==> config.mk <==
export PLATFORM = sky130hd
export DESIGN_NAME = buffer_age_pool_manager_flat
export DESIGN_NICKNAME = d
export VERILOG_FILES = /design/src/hw/rtl/bapm_pkg.sv /design/src/hw/rtl/bapm_channels.sv /design/src/hw/rtl/bapm_ctrl.sv /design/src/hw/rtl/bapm_datapath.sv /design/src/hw/rtl/buffer_age_pool_manager.sv /design/src/flat_wrapper.sv
export SDC_FILE = /design/constraint.sdc
export NUM_CORES = 1
export LEC_CHECK = 0
export BUFFER_PORTS_ARGS = -buffer_cell sky130_fd_sc_hd__buf_2
export CAP_MARGIN = 20
export CORE_MARGIN = 3
export CORE_UTILIZATION = 35
export DETAILED_ROUTE_END_ITERATION = 8
export PLACE_DENSITY_LB_ADDON = 0.08
export SLEW_MARGIN = 20
export SYNTH_ARGS = -nofsm -noshare
export SYNTH_HDL_FRONTEND = slang
export SYNTH_SLANG_ARGS = --single-unit
==> constraint.sdc <==
create_clock -name i_clk -period 24.8 [get_ports i_clk]
set_clock_uncertainty 0.15 [all_clocks]
set_input_delay 4.96 -clock i_clk [delete_from_list [all_inputs] [get_ports i_clk]]
set_output_delay 4.96 -clock i_clk [all_outputs]
set_load 0.01 [all_outputs]
==> src/hw/rtl/bapm_pkg.sv <==
// ----------------------------------------------------------------------------
// bapm_pkg
// shared widths, codes and types of the buffer age pool manager
// ----------------------------------------------------------------------------
package bapm_pkg;

    localparam int MAX_SLOTS = 4;
    localparam int AGE_BITS  = 8;

    localparam int IDX_W      = (MAX_SLOTS > 1) ? $clog2(MAX_SLOTS) : 1;
    localparam int CNT_W      = $clog2(MAX_SLOTS + 1);
    localparam int OP_W       = 3;
    localparam int REL_W      = 2;
    localparam int DIM_W      = 16;
    localparam int STATUS_W   = 2;
    localparam int SURPLUS_W  = 8;
    localparam int TRIM_W     = 8;
    localparam int LIMIT_W    = 3;
    localparam int CFG_IDX_W  = 2;
    localparam int CFG_DATA_W = 8;

    localparam logic [AGE_BITS-1:0]  AGE_MAX     = '1;
    localparam logic [SURPLUS_W-1:0] SURPLUS_MAX = '1;

    localparam logic [TRIM_W-1:0]  TRIM_RESET  = TRIM_W'(100);
    localparam logic [LIMIT_W-1:0] LIMIT_RESET = LIMIT_W'(4);

    localparam logic [OP_W-1:0] OP_ASSIGN   = 3'd0;
    localparam logic [OP_W-1:0] OP_POST     = 3'd1;
    localparam logic [OP_W-1:0] OP_RELEASE  = 3'd2;
    localparam logic [OP_W-1:0] OP_RECONFIG = 3'd3;
    localparam logic [OP_W-1:0] OP_FLUSH    = 3'd4;

    localparam logic [STATUS_W-1:0] ST_DONE      = 2'd0;
    localparam logic [STATUS_W-1:0] ST_NO_BUFFER = 2'd1;
    localparam logic [STATUS_W-1:0] ST_IGNORED   = 2'd2;

    localparam logic [CFG_IDX_W-1:0] CFG_TRIM  = 2'd0;
    localparam logic [CFG_IDX_W-1:0] CFG_LIMIT = 2'd1;

    typedef logic [AGE_BITS-1:0] t_age;
    typedef logic [IDX_W-1:0]    t_idx;

    typedef enum logic [3:0] {
        DC_NONE,
        DC_LOAD,
        DC_SCAN,
        DC_FINISH,
        DC_POST,
        DC_RELEASE,
        DC_SWEEP,
        DC_IGNORE,
        DC_EMIT
    } t_dp_cmd;

    typedef struct packed {
        t_dp_cmd cmd;
        t_idx    idx;
    } t_dp_ctrl;

    typedef struct packed {
        logic [OP_W-1:0] op;
        logic            size_zero;
        logic            trim;
    } t_dp_stat;

    typedef struct packed {
        logic [STATUS_W-1:0]  status;
        t_idx                 slot;
        logic                 slot_valid;
        t_age                 age;
        logic                 created;
        logic [MAX_SLOTS-1:0] destroyed_mask;
    } t_result;

    function automatic t_age age_inc(input t_age a);
        return (a == AGE_MAX) ? a : a + t_age'(1);
    endfunction

endpackage

==> src/hw/rtl/bapm_channels.sv <==
// ----------------------------------------------------------------------------
// bapm channels
// valid/ready channels for operations, results and register writes
// ----------------------------------------------------------------------------
interface bapm_in_if import bapm_pkg::*; ();
    logic             valid;
    logic             ready;
    logic [OP_W-1:0]  operation;
    logic [REL_W-1:0] release_slot;
    logic             purge;
    logic [DIM_W-1:0] new_width;
    logic [DIM_W-1:0] new_height;

    modport source (output valid, operation, release_slot, purge, new_width, new_height,
                    input ready);
    modport sink   (input valid, operation, release_slot, purge, new_width, new_height,
                    output ready);
endinterface

interface bapm_out_if import bapm_pkg::*; ();
    logic                 valid;
    logic                 ready;
    logic [STATUS_W-1:0]  status;
    t_idx                 slot;
    logic                 slot_valid;
    t_age                 age;
    logic                 created;
    logic [MAX_SLOTS-1:0] destroyed_mask;

    modport source (output valid, status, slot, slot_valid, age, created, destroyed_mask,
                    input ready);
    modport sink   (input valid, status, slot, slot_valid, age, created, destroyed_mask,
                    output ready);
endinterface

interface bapm_cfg_if import bapm_pkg::*; ();
    logic                  valid;
    logic                  ready;
    logic [CFG_IDX_W-1:0]  index;
    logic [CFG_DATA_W-1:0] data;

    modport source (output valid, index, data, input ready);
    modport sink   (input valid, index, data, output ready);
endinterface

==> src/hw/rtl/bapm_ctrl.sv <==
// ----------------------------------------------------------------------------
// bapm_ctrl
// operation sequencer: decode, trim scan loop, destroy sweep, result hand-off
// ----------------------------------------------------------------------------
module bapm_ctrl import bapm_pkg::*; (
    input  logic     i_clk,
    input  logic     i_rst_n,
    input  logic     i_in_valid,
    output logic     o_in_ready,
    output logic     o_out_valid,
    input  logic     i_out_ready,
    input  t_dp_stat i_stat,
    output t_dp_ctrl o_ctrl
);

    typedef enum logic [5:0] {
        S_IDLE   = 6'b000001,
        S_DECODE = 6'b000010,
        S_SCAN   = 6'b000100,
        S_FINISH = 6'b001000,
        S_SWEEP  = 6'b010000,
        S_EMIT   = 6'b100000
    } t_state;

    localparam t_idx LAST_IDX = t_idx'(MAX_SLOTS - 1);

    t_state r_state, n_state;
    t_idx   r_idx, n_idx;
    logic   r_out_valid;

    always_comb begin
        n_state     = r_state;
        n_idx       = r_idx;
        o_ctrl.cmd  = DC_NONE;
        o_ctrl.idx  = r_idx;
        case (r_state)
            S_IDLE: begin
                if (i_in_valid) begin
                    o_ctrl.cmd = DC_LOAD;
                    n_state    = S_DECODE;
                end
            end
            S_DECODE: begin
                case (i_stat.op)
                    OP_ASSIGN: begin
                        n_state = S_SCAN;
                    end
                    OP_POST: begin
                        o_ctrl.cmd = DC_POST;
                        n_state    = S_EMIT;
                    end
                    OP_RELEASE: begin
                        o_ctrl.cmd = DC_RELEASE;
                        n_state    = S_EMIT;
                    end
                    OP_RECONFIG: begin
                        if (i_stat.size_zero) begin
                            o_ctrl.cmd = DC_IGNORE;
                            n_state    = S_EMIT;
                        end else begin
                            n_idx   = '0;
                            n_state = S_SWEEP;
                        end
                    end
                    OP_FLUSH: begin
                        n_idx   = '0;
                        n_state = S_SWEEP;
                    end
                    default: begin
                        o_ctrl.cmd = DC_IGNORE;
                        n_state    = S_EMIT;
                    end
                endcase
            end
            S_SCAN: begin
                o_ctrl.cmd = DC_SCAN;
                if (!i_stat.trim) begin
                    n_state = S_FINISH;
                end
            end
            S_FINISH: begin
                o_ctrl.cmd = DC_FINISH;
                n_state    = S_EMIT;
            end
            S_SWEEP: begin
                o_ctrl.cmd = DC_SWEEP;
                if (r_idx == LAST_IDX) begin
                    n_state = S_EMIT;
                end else begin
                    n_idx = r_idx + t_idx'(1);
                end
            end
            S_EMIT: begin
                if (!r_out_valid || i_out_ready) begin
                    o_ctrl.cmd = DC_EMIT;
                    n_state    = S_IDLE;
                end
            end
            default: begin
                n_state = S_IDLE;
            end
        endcase
    end

    always_ff @(posedge i_clk) begin
        if (!i_rst_n) begin
            r_state     <= S_IDLE;
            r_idx       <= '0;
            r_out_valid <= 1'b0;
        end else begin
            r_state <= n_state;
            r_idx   <= n_idx;
            if (o_ctrl.cmd == DC_EMIT) begin
                r_out_valid <= 1'b1;
            end else if (i_out_ready) begin
                r_out_valid <= 1'b0;
            end
        end
    end

    assign o_in_ready  = (r_state == S_IDLE);
    assign o_out_valid = r_out_valid;

endmodule

==> src/hw/rtl/bapm_datapath.sv <==
// ----------------------------------------------------------------------------
// bapm_datapath
// slot flags, ages, ranks, free scan, destroy and create logic, result register
// ----------------------------------------------------------------------------
module bapm_datapath import bapm_pkg::*; (
    input  logic                  i_clk,
    input  logic                  i_rst_n,
    input  t_dp_ctrl              i_ctrl,
    output t_dp_stat              o_stat,
    input  logic [OP_W-1:0]       i_operation,
    input  logic [REL_W-1:0]      i_release_slot,
    input  logic                  i_purge,
    input  logic [DIM_W-1:0]      i_new_width,
    input  logic [DIM_W-1:0]      i_new_height,
    input  logic                  i_cfg_we,
    input  logic [CFG_IDX_W-1:0]  i_cfg_index,
    input  logic [CFG_DATA_W-1:0] i_cfg_data,
    output t_result               o_result
);

    // configuration
    logic [TRIM_W-1:0]  r_trim;
    logic [LIMIT_W-1:0] r_limit;

    // pool state
    logic [MAX_SLOTS-1:0] r_present;
    logic [MAX_SLOTS-1:0] r_busy;
    t_age                 r_age   [MAX_SLOTS];
    t_idx                 r_order [MAX_SLOTS];
    logic [CNT_W-1:0]     r_pool_count;
    t_idx                 r_cur_slot;
    logic                 r_cur_valid;
    logic [SURPLUS_W-1:0] r_surplus;
    t_idx                 r_best;
    logic                 r_found;

    // latched operation
    logic [OP_W-1:0]  r_op;
    logic [REL_W-1:0] r_rel;
    logic             r_purge;
    logic             r_size_zero;

    t_result r_res;
    t_result r_out;

    // free scan
    logic [CNT_W-1:0]     nfree;
    logic                 found;
    t_idx                 best;
    t_age                 lead_age;
    t_idx                 best_order;
    logic [SURPLUS_W-1:0] surplus_next;
    logic                 trim;

    always_comb begin
        nfree      = '0;
        found      = 1'b0;
        best       = '0;
        lead_age   = '0;
        best_order = '0;
        for (int i = 0; i < MAX_SLOTS; i++) begin
            if (r_present[i] && !r_busy[i]) begin
                nfree = nfree + CNT_W'(1);
                if (!found || r_age[i] > lead_age ||
                    (r_age[i] == lead_age && r_order[i] < best_order)) begin
                    found      = 1'b1;
                    best       = t_idx'(i);
                    lead_age   = r_age[i];
                    best_order = r_order[i];
                end
            end
        end
    end

    always_comb begin
        if (nfree >= CNT_W'(2)) begin
            surplus_next = (r_surplus == SURPLUS_MAX) ? r_surplus
                                                      : r_surplus + SURPLUS_W'(1);
        end else begin
            surplus_next = '0;
        end
    end

    assign trim = found && (surplus_next > r_trim);

    // destroy one slot
    logic drop_en;
    t_idx drop_idx;
    logic drop_live;

    always_comb begin
        drop_en  = 1'b0;
        drop_idx = best;
        case (i_ctrl.cmd)
            DC_SCAN: begin
                drop_en = trim;
            end
            DC_SWEEP: begin
                drop_idx = i_ctrl.idx;
                drop_en  = (r_op == OP_RECONFIG) || r_purge || !r_busy[i_ctrl.idx];
            end
            default: begin
                drop_en = 1'b0;
            end
        endcase
    end

    assign drop_live = drop_en && r_present[drop_idx];

    // create and pick
    logic [CNT_W-1:0] lim;
    logic             free_found;
    t_idx             free_idx;
    logic             can_make;
    logic             got;
    t_idx             pick;

    always_comb begin
        free_found = 1'b0;
        free_idx   = '0;
        for (int i = MAX_SLOTS - 1; i >= 0; i--) begin
            if (!r_present[i]) begin
                free_found = 1'b1;
                free_idx   = t_idx'(i);
            end
        end
    end

    assign lim      = (int'(r_limit) > MAX_SLOTS) ? CNT_W'(MAX_SLOTS) : CNT_W'(r_limit);
    assign can_make = !r_found && (r_pool_count < lim) && free_found;
    assign got      = r_found || can_make;
    assign pick     = r_found ? r_best : free_idx;

    // control and pool state
    always_ff @(posedge i_clk) begin
        if (!i_rst_n) begin
            r_trim       <= TRIM_RESET;
            r_limit      <= LIMIT_RESET;
            r_present    <= '0;
            r_busy       <= '0;
            r_pool_count <= '0;
            r_cur_slot   <= '0;
            r_cur_valid  <= 1'b0;
            r_surplus    <= '0;
            r_best       <= '0;
            r_found      <= 1'b0;
            for (int i = 0; i < MAX_SLOTS; i++) begin
                r_age[i] <= '0;
            end
        end else begin
            if (i_cfg_we) begin
                case (i_cfg_index)
                    CFG_TRIM:  r_trim  <= i_cfg_data[TRIM_W-1:0];
                    CFG_LIMIT: r_limit <= i_cfg_data[LIMIT_W-1:0];
                    default:   r_trim  <= r_trim;
                endcase
            end
            case (i_ctrl.cmd)
                DC_SCAN: begin
                    if (trim) begin
                        r_surplus <= '0;
                    end else begin
                        r_surplus <= surplus_next;
                        r_best    <= best;
                        r_found   <= found;
                    end
                end
                DC_FINISH: begin
                    if (!got) begin
                        for (int i = 0; i < MAX_SLOTS; i++) begin
                            r_age[i] <= '0;
                        end
                        r_cur_valid <= 1'b0;
                    end else begin
                        for (int i = 0; i < MAX_SLOTS; i++) begin
                            if (r_present[i] && !(can_make && free_idx == t_idx'(i))) begin
                                r_age[i] <= age_inc(r_age[i]);
                            end
                        end
                        if (can_make) begin
                            r_present[free_idx] <= 1'b1;
                            r_busy[free_idx]    <= 1'b0;
                            r_age[free_idx]     <= '0;
                            r_pool_count        <= r_pool_count + CNT_W'(1);
                        end
                        r_cur_slot  <= pick;
                        r_cur_valid <= 1'b1;
                    end
                end
                DC_POST: begin
                    if (r_cur_valid) begin
                        r_busy[r_cur_slot] <= 1'b1;
                        r_age[r_cur_slot]  <= '0;
                        r_cur_valid        <= 1'b0;
                    end
                end
                DC_RELEASE: begin
                    r_busy[r_rel] <= 1'b0;
                end
                DC_SWEEP: begin
                    if (r_op == OP_RECONFIG &&
                        !(drop_live && r_cur_valid && r_cur_slot == drop_idx)) begin
                        r_cur_valid <= 1'b0;
                    end
                end
                default: begin
                    r_found <= r_found;
                end
            endcase
            if (drop_live) begin
                r_present[drop_idx] <= 1'b0;
                r_busy[drop_idx]    <= 1'b0;
                r_age[drop_idx]     <= '0;
                if (r_pool_count != '0) begin
                    r_pool_count <= r_pool_count - CNT_W'(1);
                end
                if (r_cur_valid && r_cur_slot == drop_idx) begin
                    r_cur_valid <= 1'b0;
                end
            end
        end
    end

    // allocation ranks, written on create before any read
    always_ff @(posedge i_clk) begin
        if (drop_live) begin
            for (int j = 0; j < MAX_SLOTS; j++) begin
                if (r_present[j] && r_order[j] > r_order[drop_idx]) begin
                    r_order[j] <= r_order[j] - t_idx'(1);
                end
            end
        end
        if (i_ctrl.cmd == DC_FINISH && can_make) begin
            r_order[free_idx] <= r_pool_count[IDX_W-1:0];
        end
    end

    // operation fields, working result and output register
    always_ff @(posedge i_clk) begin
        case (i_ctrl.cmd)
            DC_LOAD: begin
                r_op        <= i_operation;
                r_rel       <= i_release_slot;
                r_purge     <= i_purge;
                r_size_zero <= (i_new_width == '0) || (i_new_height == '0);
                r_res       <= '0;
            end
            DC_FINISH: begin
                if (got) begin
                    r_res.slot       <= pick;
                    r_res.slot_valid <= 1'b1;
                    r_res.age        <= can_make ? '0 : age_inc(r_age[r_best]);
                    r_res.created    <= can_make;
                end else begin
                    r_res.status <= ST_NO_BUFFER;
                end
            end
            DC_POST: begin
                if (!r_cur_valid) begin
                    r_res.status <= ST_IGNORED;
                end
            end
            DC_IGNORE: begin
                r_res.status <= ST_IGNORED;
            end
            DC_EMIT: begin
                r_out <= r_res;
            end
            default: begin
                r_out <= r_out;
            end
        endcase
        if (drop_live) begin
            r_res.destroyed_mask[drop_idx] <= 1'b1;
        end
    end

    assign o_stat.op        = r_op;
    assign o_stat.size_zero = r_size_zero;
    assign o_stat.trim      = trim;
    assign o_result         = r_out;

endmodule

==> src/hw/rtl/buffer_age_pool_manager.sv <==
// ----------------------------------------------------------------------------
// buffer_age_pool_manager
// pool of render buffer slots with age based assign, trim, post, release,
// reconfigure and flush
// ----------------------------------------------------------------------------
//  channel  direction  carries
//  i_in     sink       operation, release_slot, purge, new_width, new_height
//  o_out    source     status, slot, slot_valid, age, created, destroyed_mask
//  i_cfg    sink       index, data (0 trim_threshold, 1 buffer_limit)
//
//  an operation is taken one at a time: transfer, a decode state, then assign:
//  the scan state, repeated per trimmed buffer, and the finish state; post/
//  release/ignored: nothing more (done in decode); reconfigure/flush: the sweep,
//  one slot per cycle; then emit into o_out; slot loops: trim rescan, destroy sweep
//  a finished result sits in the output register; the next transfer on i_in
//  is taken meanwhile, and the one after waits until o_out is drained
//  synchronous active-low reset empties the pool; i_cfg is always ready
// ----------------------------------------------------------------------------
module buffer_age_pool_manager import bapm_pkg::*; (
    input  logic       i_clk,
    input  logic       i_rst_n,
    bapm_in_if.sink    i_in,
    bapm_out_if.source o_out,
    bapm_cfg_if.sink   i_cfg
);

    t_dp_ctrl w_ctrl;
    t_dp_stat w_stat;
    t_result  w_result;
    logic     w_in_ready;
    logic     w_out_valid;

    bapm_ctrl u_ctrl (
        .i_clk       (i_clk),
        .i_rst_n     (i_rst_n),
        .i_in_valid  (i_in.valid),
        .o_in_ready  (w_in_ready),
        .o_out_valid (w_out_valid),
        .i_out_ready (o_out.ready),
        .i_stat      (w_stat),
        .o_ctrl      (w_ctrl)
    );

    bapm_datapath u_datapath (
        .i_clk          (i_clk),
        .i_rst_n        (i_rst_n),
        .i_ctrl         (w_ctrl),
        .o_stat         (w_stat),
        .i_operation    (i_in.operation),
        .i_release_slot (i_in.release_slot),
        .i_purge        (i_in.purge),
        .i_new_width    (i_in.new_width),
        .i_new_height   (i_in.new_height),
        .i_cfg_we       (i_cfg.valid),
        .i_cfg_index    (i_cfg.index),
        .i_cfg_data     (i_cfg.data),
        .o_result       (w_result)
    );

    assign i_in.ready           = w_in_ready;
    assign i_cfg.ready          = 1'b1;
    assign o_out.valid          = w_out_valid;
    assign o_out.status         = w_result.status;
    assign o_out.slot           = w_result.slot;
    assign o_out.slot_valid     = w_result.slot_valid;
    assign o_out.age            = w_result.age;
    assign o_out.created        = w_result.created;
    assign o_out.destroyed_mask = w_result.destroyed_mask;

    a_one_at_a_time: assert property (@(posedge i_clk) disable iff (!i_rst_n)
        i_in.valid && i_in.ready |=> !i_in.ready)
        else $error("second operation taken while one is in flight");

    a_slot_means_done: assert property (@(posedge i_clk) disable iff (!i_rst_n)
        o_out.valid && o_out.slot_valid |-> o_out.status == ST_DONE)
        else $error("assigned slot with non-done status");

    a_no_buffer_empty: assert property (@(posedge i_clk) disable iff (!i_rst_n)
        o_out.valid && o_out.status == ST_NO_BUFFER |->
            !o_out.slot_valid && !o_out.created && o_out.age == '0)
        else $error("no-buffer result carries a slot");

    a_emit_only_when_free: assert property (@(posedge i_clk) disable iff (!i_rst_n)
        w_ctrl.cmd == DC_EMIT |-> !o_out.valid || o_out.ready)
        else $error("result register overwritten before transfer");

endmodule

==> src/flat_wrapper.sv <==
// flat-port wrapper written by rule: the top's interface ports become plain ports
module buffer_age_pool_manager_flat import bapm_pkg::*;
  (i_clk, i_rst_n, i_in_valid, i_in_operation, i_in_release_slot, i_in_purge, i_in_new_width, i_in_new_height, i_in_ready, o_out_valid, o_out_status, o_out_slot, o_out_slot_valid, o_out_age, o_out_created, o_out_destroyed_mask, o_out_ready, i_cfg_valid, i_cfg_index, i_cfg_data, i_cfg_ready);
  bapm_in_if i_in_i ();
  bapm_out_if o_out_i ();
  bapm_cfg_if i_cfg_i ();
  input  logic i_clk;
  input  logic i_rst_n;
  input wire logic [$bits(i_in_i.valid)-1:0] i_in_valid;
  input wire logic [$bits(i_in_i.operation)-1:0] i_in_operation;
  input wire logic [$bits(i_in_i.release_slot)-1:0] i_in_release_slot;
  input wire logic [$bits(i_in_i.purge)-1:0] i_in_purge;
  input wire logic [$bits(i_in_i.new_width)-1:0] i_in_new_width;
  input wire logic [$bits(i_in_i.new_height)-1:0] i_in_new_height;
  output wire logic [$bits(i_in_i.ready)-1:0] i_in_ready;
  output wire logic [$bits(o_out_i.valid)-1:0] o_out_valid;
  output wire logic [$bits(o_out_i.status)-1:0] o_out_status;
  output wire logic [$bits(o_out_i.slot)-1:0] o_out_slot;
  output wire logic [$bits(o_out_i.slot_valid)-1:0] o_out_slot_valid;
  output wire logic [$bits(o_out_i.age)-1:0] o_out_age;
  output wire logic [$bits(o_out_i.created)-1:0] o_out_created;
  output wire logic [$bits(o_out_i.destroyed_mask)-1:0] o_out_destroyed_mask;
  input wire logic [$bits(o_out_i.ready)-1:0] o_out_ready;
  input wire logic [$bits(i_cfg_i.valid)-1:0] i_cfg_valid;
  input wire logic [$bits(i_cfg_i.index)-1:0] i_cfg_index;
  input wire logic [$bits(i_cfg_i.data)-1:0] i_cfg_data;
  output wire logic [$bits(i_cfg_i.ready)-1:0] i_cfg_ready;
  assign i_in_i.valid = i_in_valid;
  assign i_in_i.operation = i_in_operation;
  assign i_in_i.release_slot = i_in_release_slot;
  assign i_in_i.purge = i_in_purge;
  assign i_in_i.new_width = i_in_new_width;
  assign i_in_i.new_height = i_in_new_height;
  assign i_in_ready = i_in_i.ready;
  assign o_out_valid = o_out_i.valid;
  assign o_out_status = o_out_i.status;
  assign o_out_slot = o_out_i.slot;
  assign o_out_slot_valid = o_out_i.slot_valid;
  assign o_out_age = o_out_i.age;
  assign o_out_created = o_out_i.created;
  assign o_out_destroyed_mask = o_out_i.destroyed_mask;
  assign o_out_i.ready = o_out_ready;
  assign i_cfg_i.valid = i_cfg_valid;
  assign i_cfg_i.index = i_cfg_index;
  assign i_cfg_i.data = i_cfg_data;
  assign i_cfg_ready = i_cfg_i.ready;
  buffer_age_pool_manager u_core (.i_clk(i_clk), .i_rst_n(i_rst_n), .i_in(i_in_i), .o_out(o_out_i), .i_cfg(i_cfg_i));
endmodule
== Word level (Yosys, flattened, before mapping) ==
Memories as Yosys holds them, arrays and structs flattened. A register that Yosys moved wholly into a read port is not among the register bits.
Cells that the tools add are included.

* Bits in registers: 88
* Latch bits: 0
* Memory bits (writable): 40
* Bits in read-only memories: 0
* Output and inout port bits: 21
* Word-level logic and storage cells: 388
* Memories: 2

* Add/subtract/negate cells: 16
* Multiply operators: 0
* Divide/modulo/power cells: 0
* $lt $le $gt $ge: 23
* Eq/ne operators: 43
* Shift operators: 0
* Muxes and demuxes: 176
* Bitwise logic cells: 19
* Reductions and logical operators: 80

{| class="wikitable"
|+ Memories
! name !! words !! width !! read ports !! clocked after Yosys merged registers in !! wr ports !! RTL line !! text
|-
| u_core.u_datapath.r_age || 4 || 8 || 5 || 1 || 5 || bapm_datapath.sv:28 || <nowiki>t_age r_age [MAX_SLOTS];</nowiki>
|-
| u_core.u_datapath.r_order || 4 || 2 || 5 || 0 || 4 || bapm_datapath.sv:29 || <nowiki>t_idx r_order [MAX_SLOTS];</nowiki>
|}

{| class="wikitable"
|+ Operators by type and width
! kind !! count
|-
| $mux 8 || 24
|-
| $mux 1 || 81
|-
| $mux 4 || 13
|-
| $mux 2 || 25
|-
| $add 8x1->8 const B || 6
|-
| $eq 8x8->1 const B || 6
|-
| $pmux 6 s6 || 1
|-
| $gt 8x8->1 || 4
|-
| $logic_and 1x1->1 || 32
|-
| $logic_not 16->1 || 2
|-
| $mux 3 || 10
|-
| $mux 6 || 5
|-
| $eq 8x8->1 || 3
|-
| $pmux 12 s2 || 1
|-
| $pmux 4 s6 || 1
|-
| $pmux 6 s3 || 1
|-
| $and 4x4->4 || 4
|-
| $eq 4x3->1 const B || 4
|-
| $ne 2x2->1 const B || 8
|-
| $reduce_or 8->1 || 2
|-
| $logic_not 1->1 || 15
|-
| $lt 2x3->1 const B || 5
|-
| $add 3x1->3 const B || 4
|-
| $mux 12 || 1
|-
| 48 further kinds || 99
|}

== Longest topological paths before layout ==
* Depth in word-level cells: 30
* Mapped depth: 39
* Mapped depth without buffers: 34

== Modules after synthesis ==
A second synthesis with hierarchy kept.

* Cell total of the unflattened synthesis: 936
* Area, all modules: 8,190.4 um^2

{| class="wikitable"
|+ By module, submodules not included
! module !! instances !! cells each !! area an instance (um^2) !! seq. area each (um^2)
|-
| bapm_datapath || 1 || 868 || 7,617.3 || 2,892.8
|-
| bapm_ctrl || 1 || 66 || 561.8 || 180.2
|-
| buffer_age_pool_manager || 1 || 2 || 11.3 || 0.0
|}

== Worst setup path after synthesis ==
OpenSTA, ideal clock, no wires.

* Path kind: reg-to-reg
* Start: register u_core.u_datapath.r_present[0]
* End: memory u_core.u_datapath.r_order[3][0] in the netlist's numbering (enable)
* Data arrival time: 7.517 ns
* Required time: 24.334 ns
* Slack: 16.817 ns
* Cell stages (with the launch flop): 39
* Buffers on the path: 5
* Period minus slack after synthesis: 7.983 ns
* Cells stage by stage: dfxtp_1 > nor2b_4 > buf_1 > nand2_1 > ha_1 > nand4_1 > or3_1 > o21ai_2 > nor2_1 > clkbuf_1 > nor2_1 > a21oi_1 > ha_1 > a211o_1 > a211oi_1 > a311o_1 > or2_2 > o31a_1 > [3 not listed] > o21ai_0 > ha_1 > nand4_1 > nor4_1 > a211oi_1 > o21ai_0 > o31a_1 > o211a_1 > o31a_1 > buf_6 > nand2_1 > o21ai_0 > o21ai_0 > ha_1 > nand2_1 > nand2_1 > o32a_1 > a21oi_1

{| class="wikitable"
|+ RTL lines
! what !! RTL line !! text
|-
| start, declared || bapm_datapath.sv:26 || <nowiki>logic [MAX_SLOTS-1:0] r_present;</nowiki>
|-
| start signal, assigned || bapm_datapath.sv:139 || <nowiki>r_present <= '0;</nowiki>
|-
| start signal, assigned by index || bapm_datapath.sv:181 || <nowiki>r_present[free_idx] <= 1'b1;</nowiki>
|-
| start signal, assigned by index || bapm_datapath.sv:211 || <nowiki>r_present[drop_idx] <= 1'b0;</nowiki>
|-
| end, declared || bapm_datapath.sv:29 ||
|}

==> run metrics <==
Max stage delay on crit path 620 ps; PostCTS Resize Cnt 0; type of destination of the critical path register; register area share after synthesis 36.8%; register bit total from synthesis 130; number of buffers inserted for hold repair after clock tree synthesis 0; fraction of layout cells with a size suffix above 1 14.0%; Final GP Congestion between 0.8 and 0.9; CTS Root Buffer Type sky130_fd_sc_hd__clkbuf_16; via count 7356; final net count about 1100; antenna cell count 0; count of clock tree sinks 130; count of endpoints failing setup in the final report 0; most frequent cell after synthesis sky130_fd_sc_hd__nand2_1; Achievable Freq approximately 110 MHz; beginning of the worst register-to-register path u_core.u_datapath.r_present[0]$_SDFF_PN0_; area inside the core boundary between 20000 and 25000 um^2; max capacitance violation total 0; unrepaired setup endpoints after global routing no; Mapped Cells between 900 and 1000; number of buffers created by CTS 17; most used standard cells in the synthesized netlist 102 x sky130_fd_sc_hd__nand2_1, 98 x sky130_fd_sc_hd__nor2_1, 83 x sky130_fd_sc_hd__dfxtp_1, 66 x sky130_fd_sc_hd__a21oi_1, 59 x sky130_fd_sc_hd__ha_1; count of H-tree levels built during CTS 4; critical-path maximum fanout 19; clock input transition at the sequential cells of the worst setup and hold paths 60 ps; summed negative setup slack over all endpoints 0 ps; synthesis-to-layout area growth 14.9%; path category of the worst min-delay check register to register; drt via density about 5.4; max-slew violation total from the final report 0; source of the worst hold timing path u_core.u_datapath.r_res[6]$_SDFFCE_PP0P_; DRC violations left 0; width of the die approximately 160 um; global-route wire length before repair just under 40 mm; starting density of the core approximately 36%; leakage 3.81 nW; Yosys warning count 0; count of port buffers added during placement 72; initial antenna violation count 0; syn avg cell area 8.65 um^2; post-CTS repair timing setup buffer count 0; fin crit period about 9400 ps; detailed placer's ending HPWL between 15 and 20 mm; I/O pin cnt 74; data arrival time of the worst path around 9300 ps; share of Yosys cell area claimed by the top area cell type about a fifth; endpoint required time on the critical path between 20000 and 25000 ps; post-synthesis net count roughly 1100; deepest clock path buffer count 2; die span in y 160 um; floorplan row count 55; Post-synth EDFFs between 40 and 50; Final Hold Vio Count 0; fill count around 2400; overall die area approximately 26000 um^2; detailed-route wire length approximately 24 mm; leading cell types by total area after synthesis sky130_fd_sc_hd__dfxtp_1 20%, sky130_fd_sc_hd__edfxtp_1 17%, sky130_fd_sc_hd__ha_1 8.8%, sky130_fd_sc_hd__nand2_1 4.6%, sky130_fd_sc_hd__nor2_1 4.4%; post-route worst setup slack 15440 ps; Critical Path Start u_core.u_datapath.r_present[0]$_SDFF_PN0_; clock network latency to the later pin of the worst-skew pair between 400 and 500 ps; worst slack after detailed placement approximately 15000 ps; vias in the first global route ~7000; Slew HR 30.7%; number of antenna-violating nets in the routed design 0; share of synthesized flip-flops with an asynchronous set or reset 0%; status finished, final reports clean; Synth Cell Area roughly 8300 um^2; maximum VDD drop roughly 0.037 mV; maximum number of pins on one net before global-route repair 36; Congestion Overflow GR 0; period utilisation layout 37.8%; transition at the pin with the smallest max-transition slack 1030 ps; wire per inst 17.9 um; count of TritonRoute iterations in the first routing pass 5; sort of element at the start of the critical path register; Yosys cell types 83; clock tree from TritonCTS built; path type of the worst setup path register to register; P per Cell Area roughly 53 nW/um^2; Main synth FF type sky130_fd_sc_hd__dfxtp_1; dominant cell type by area after synthesis sky130_fd_sc_hd__dfxtp_1; aggregate global-route resource usage about a fifth; count of routing violations after the opening detailed-route iteration 500; Crit-path slowest cell sky130_fd_sc_hd__o41a_1
[routing by layer]
metal	global-route usage (%)	up-vias	wire (um)
li1	-	3680	-
met1	27.3	3446	12000
met2	29.5	205	10700
met3	3.07	25	1180
met4	5.64	0	344
met5	0	-	0
[final timing paths]
check / depth (start not counted) / slack (ps) / end
worst min-delay path: 0 / 260 / u_core.u_datapath.o_result[6]$_DFFE_PP_
worst min register to register: 0 / 260 / u_core.u_datapath.o_result[6]$_DFFE_PP_
worst max-delay path: 33 / 15440 / u_core.u_datapath.r_order[3][1]$_DFFE_PP_
worst max register to register: 33 / 15440 / u_core.u_datapath.r_order[3][1]$_DFFE_PP_
[cell families after synthesis]
group	count (synthesis)	synth area share, %
AOI/OAI and AO/OA	241	19.8
xor gates and xnor gates	23	2.41
adders and majority gates	59	8.84
buffers and inverters	90	4.36
DFF	130	36.8
muxes	25	4.39
other	1	0.0449
and+or+nand+nor	396	23.3
[cell type report]
class                   instances  area [um^2]  share of cell area [%]
multi-input cells             745         4920                    51.3
flip-flops and latches        130         3070                    32.0
clock buffers                  18          439                    4.58
repair buffers                 77          398                    4.15
well taps                     313          392                    4.08
inverters                      57          214                    2.23
clock inverters                14          155                    1.62
[state kept, by name, indices dropped and copies added (netlist names), 2 cells and up, named ones only]
name / count
u_core.u_datapath.o_result: 18
u_core.u_datapath.r_trim: 8
u_core.u_datapath.r_busy: 4
u_core.u_datapath.r_op: 3
u_core.u_datapath.r_pool_count: 3
u_core.u_datapath.r_age: 32
u_core.u_datapath.r_cur_slot: 2
u_core.u_ctrl.r_idx: 2
u_core.u_datapath.r_limit: 3
u_core.u_datapath.r_order: 8
u_core.u_datapath.r_rel: 2
u_core.u_ctrl.r_state: 6
u_core.u_datapath.r_present: 4
u_core.u_datapath.r_best: 2
u_core.u_datapath.r_res: 18
u_core.u_datapath.r_surplus: 8
[stage by stage]
| step | power (mW) | area [um^2] | instances | hold slack, ps | utilization (%) |
|---|---|---|---|---|---|
| final | 0.510 | 9590 | 1354 | 263 | 41.6 |
| after global routing | 0.530 | 9590 | 1354 | 276 | 41.6 |
| after CTS | 0.519 | 9590 | 1354 | 265 | 41.6 |
| after detailed placement | 0.259 | 9000 | 1322 | 255 | 39.0 |
| after global placement | 0.258 | 9000 | 1322 | 251 | 39.0 |
| after floorplan | 0.248 | 8350 | 965 | 250 | - |
[where the power goes]
part           switching, mW  internal (mW)
registers            0.00323          0.227
logic                 0.0148        0.00899
clock network          0.104          0.152
[critical path: cells and delay by family, from the launching register on]
kind / cells / cell delay, ps
and+or+nand+nor: 10 / 1970
AOI/OAI and AO/OA: 18 / 4740
muxes: 1 / 410
adders and majority gates: 4 / 1270
DFF: 1 / 510
[layout by cell type (no fill, tap or decap), types with 14 or more instances in the layout]
cell	n
sky130_fd_sc_hd__nand2_1	102
sky130_fd_sc_hd__nor2_1	98
sky130_fd_sc_hd__dfxtp_1	83
sky130_fd_sc_hd__buf_2	72
sky130_fd_sc_hd__a21oi_1	66
sky130_fd_sc_hd__ha_1	59
sky130_fd_sc_hd__inv_1	54
sky130_fd_sc_hd__o21ai_0	50
sky130_fd_sc_hd__nand3_1	50
sky130_fd_sc_hd__edfxtp_1	47
sky130_fd_sc_hd__nor3_1	25
sky130_fd_sc_hd__a211oi_1	17
sky130_fd_sc_hd__clkbuf_16	17
sky130_fd_sc_hd__nor4_1	16
sky130_fd_sc_hd__nor2b_1	16
sky130_fd_sc_hd__o211ai_1	16
sky130_fd_sc_hd__nand2b_1	15
sky130_fd_sc_hd__and3_1	14
Note: power is estimated with default switching activity, not from simulation.
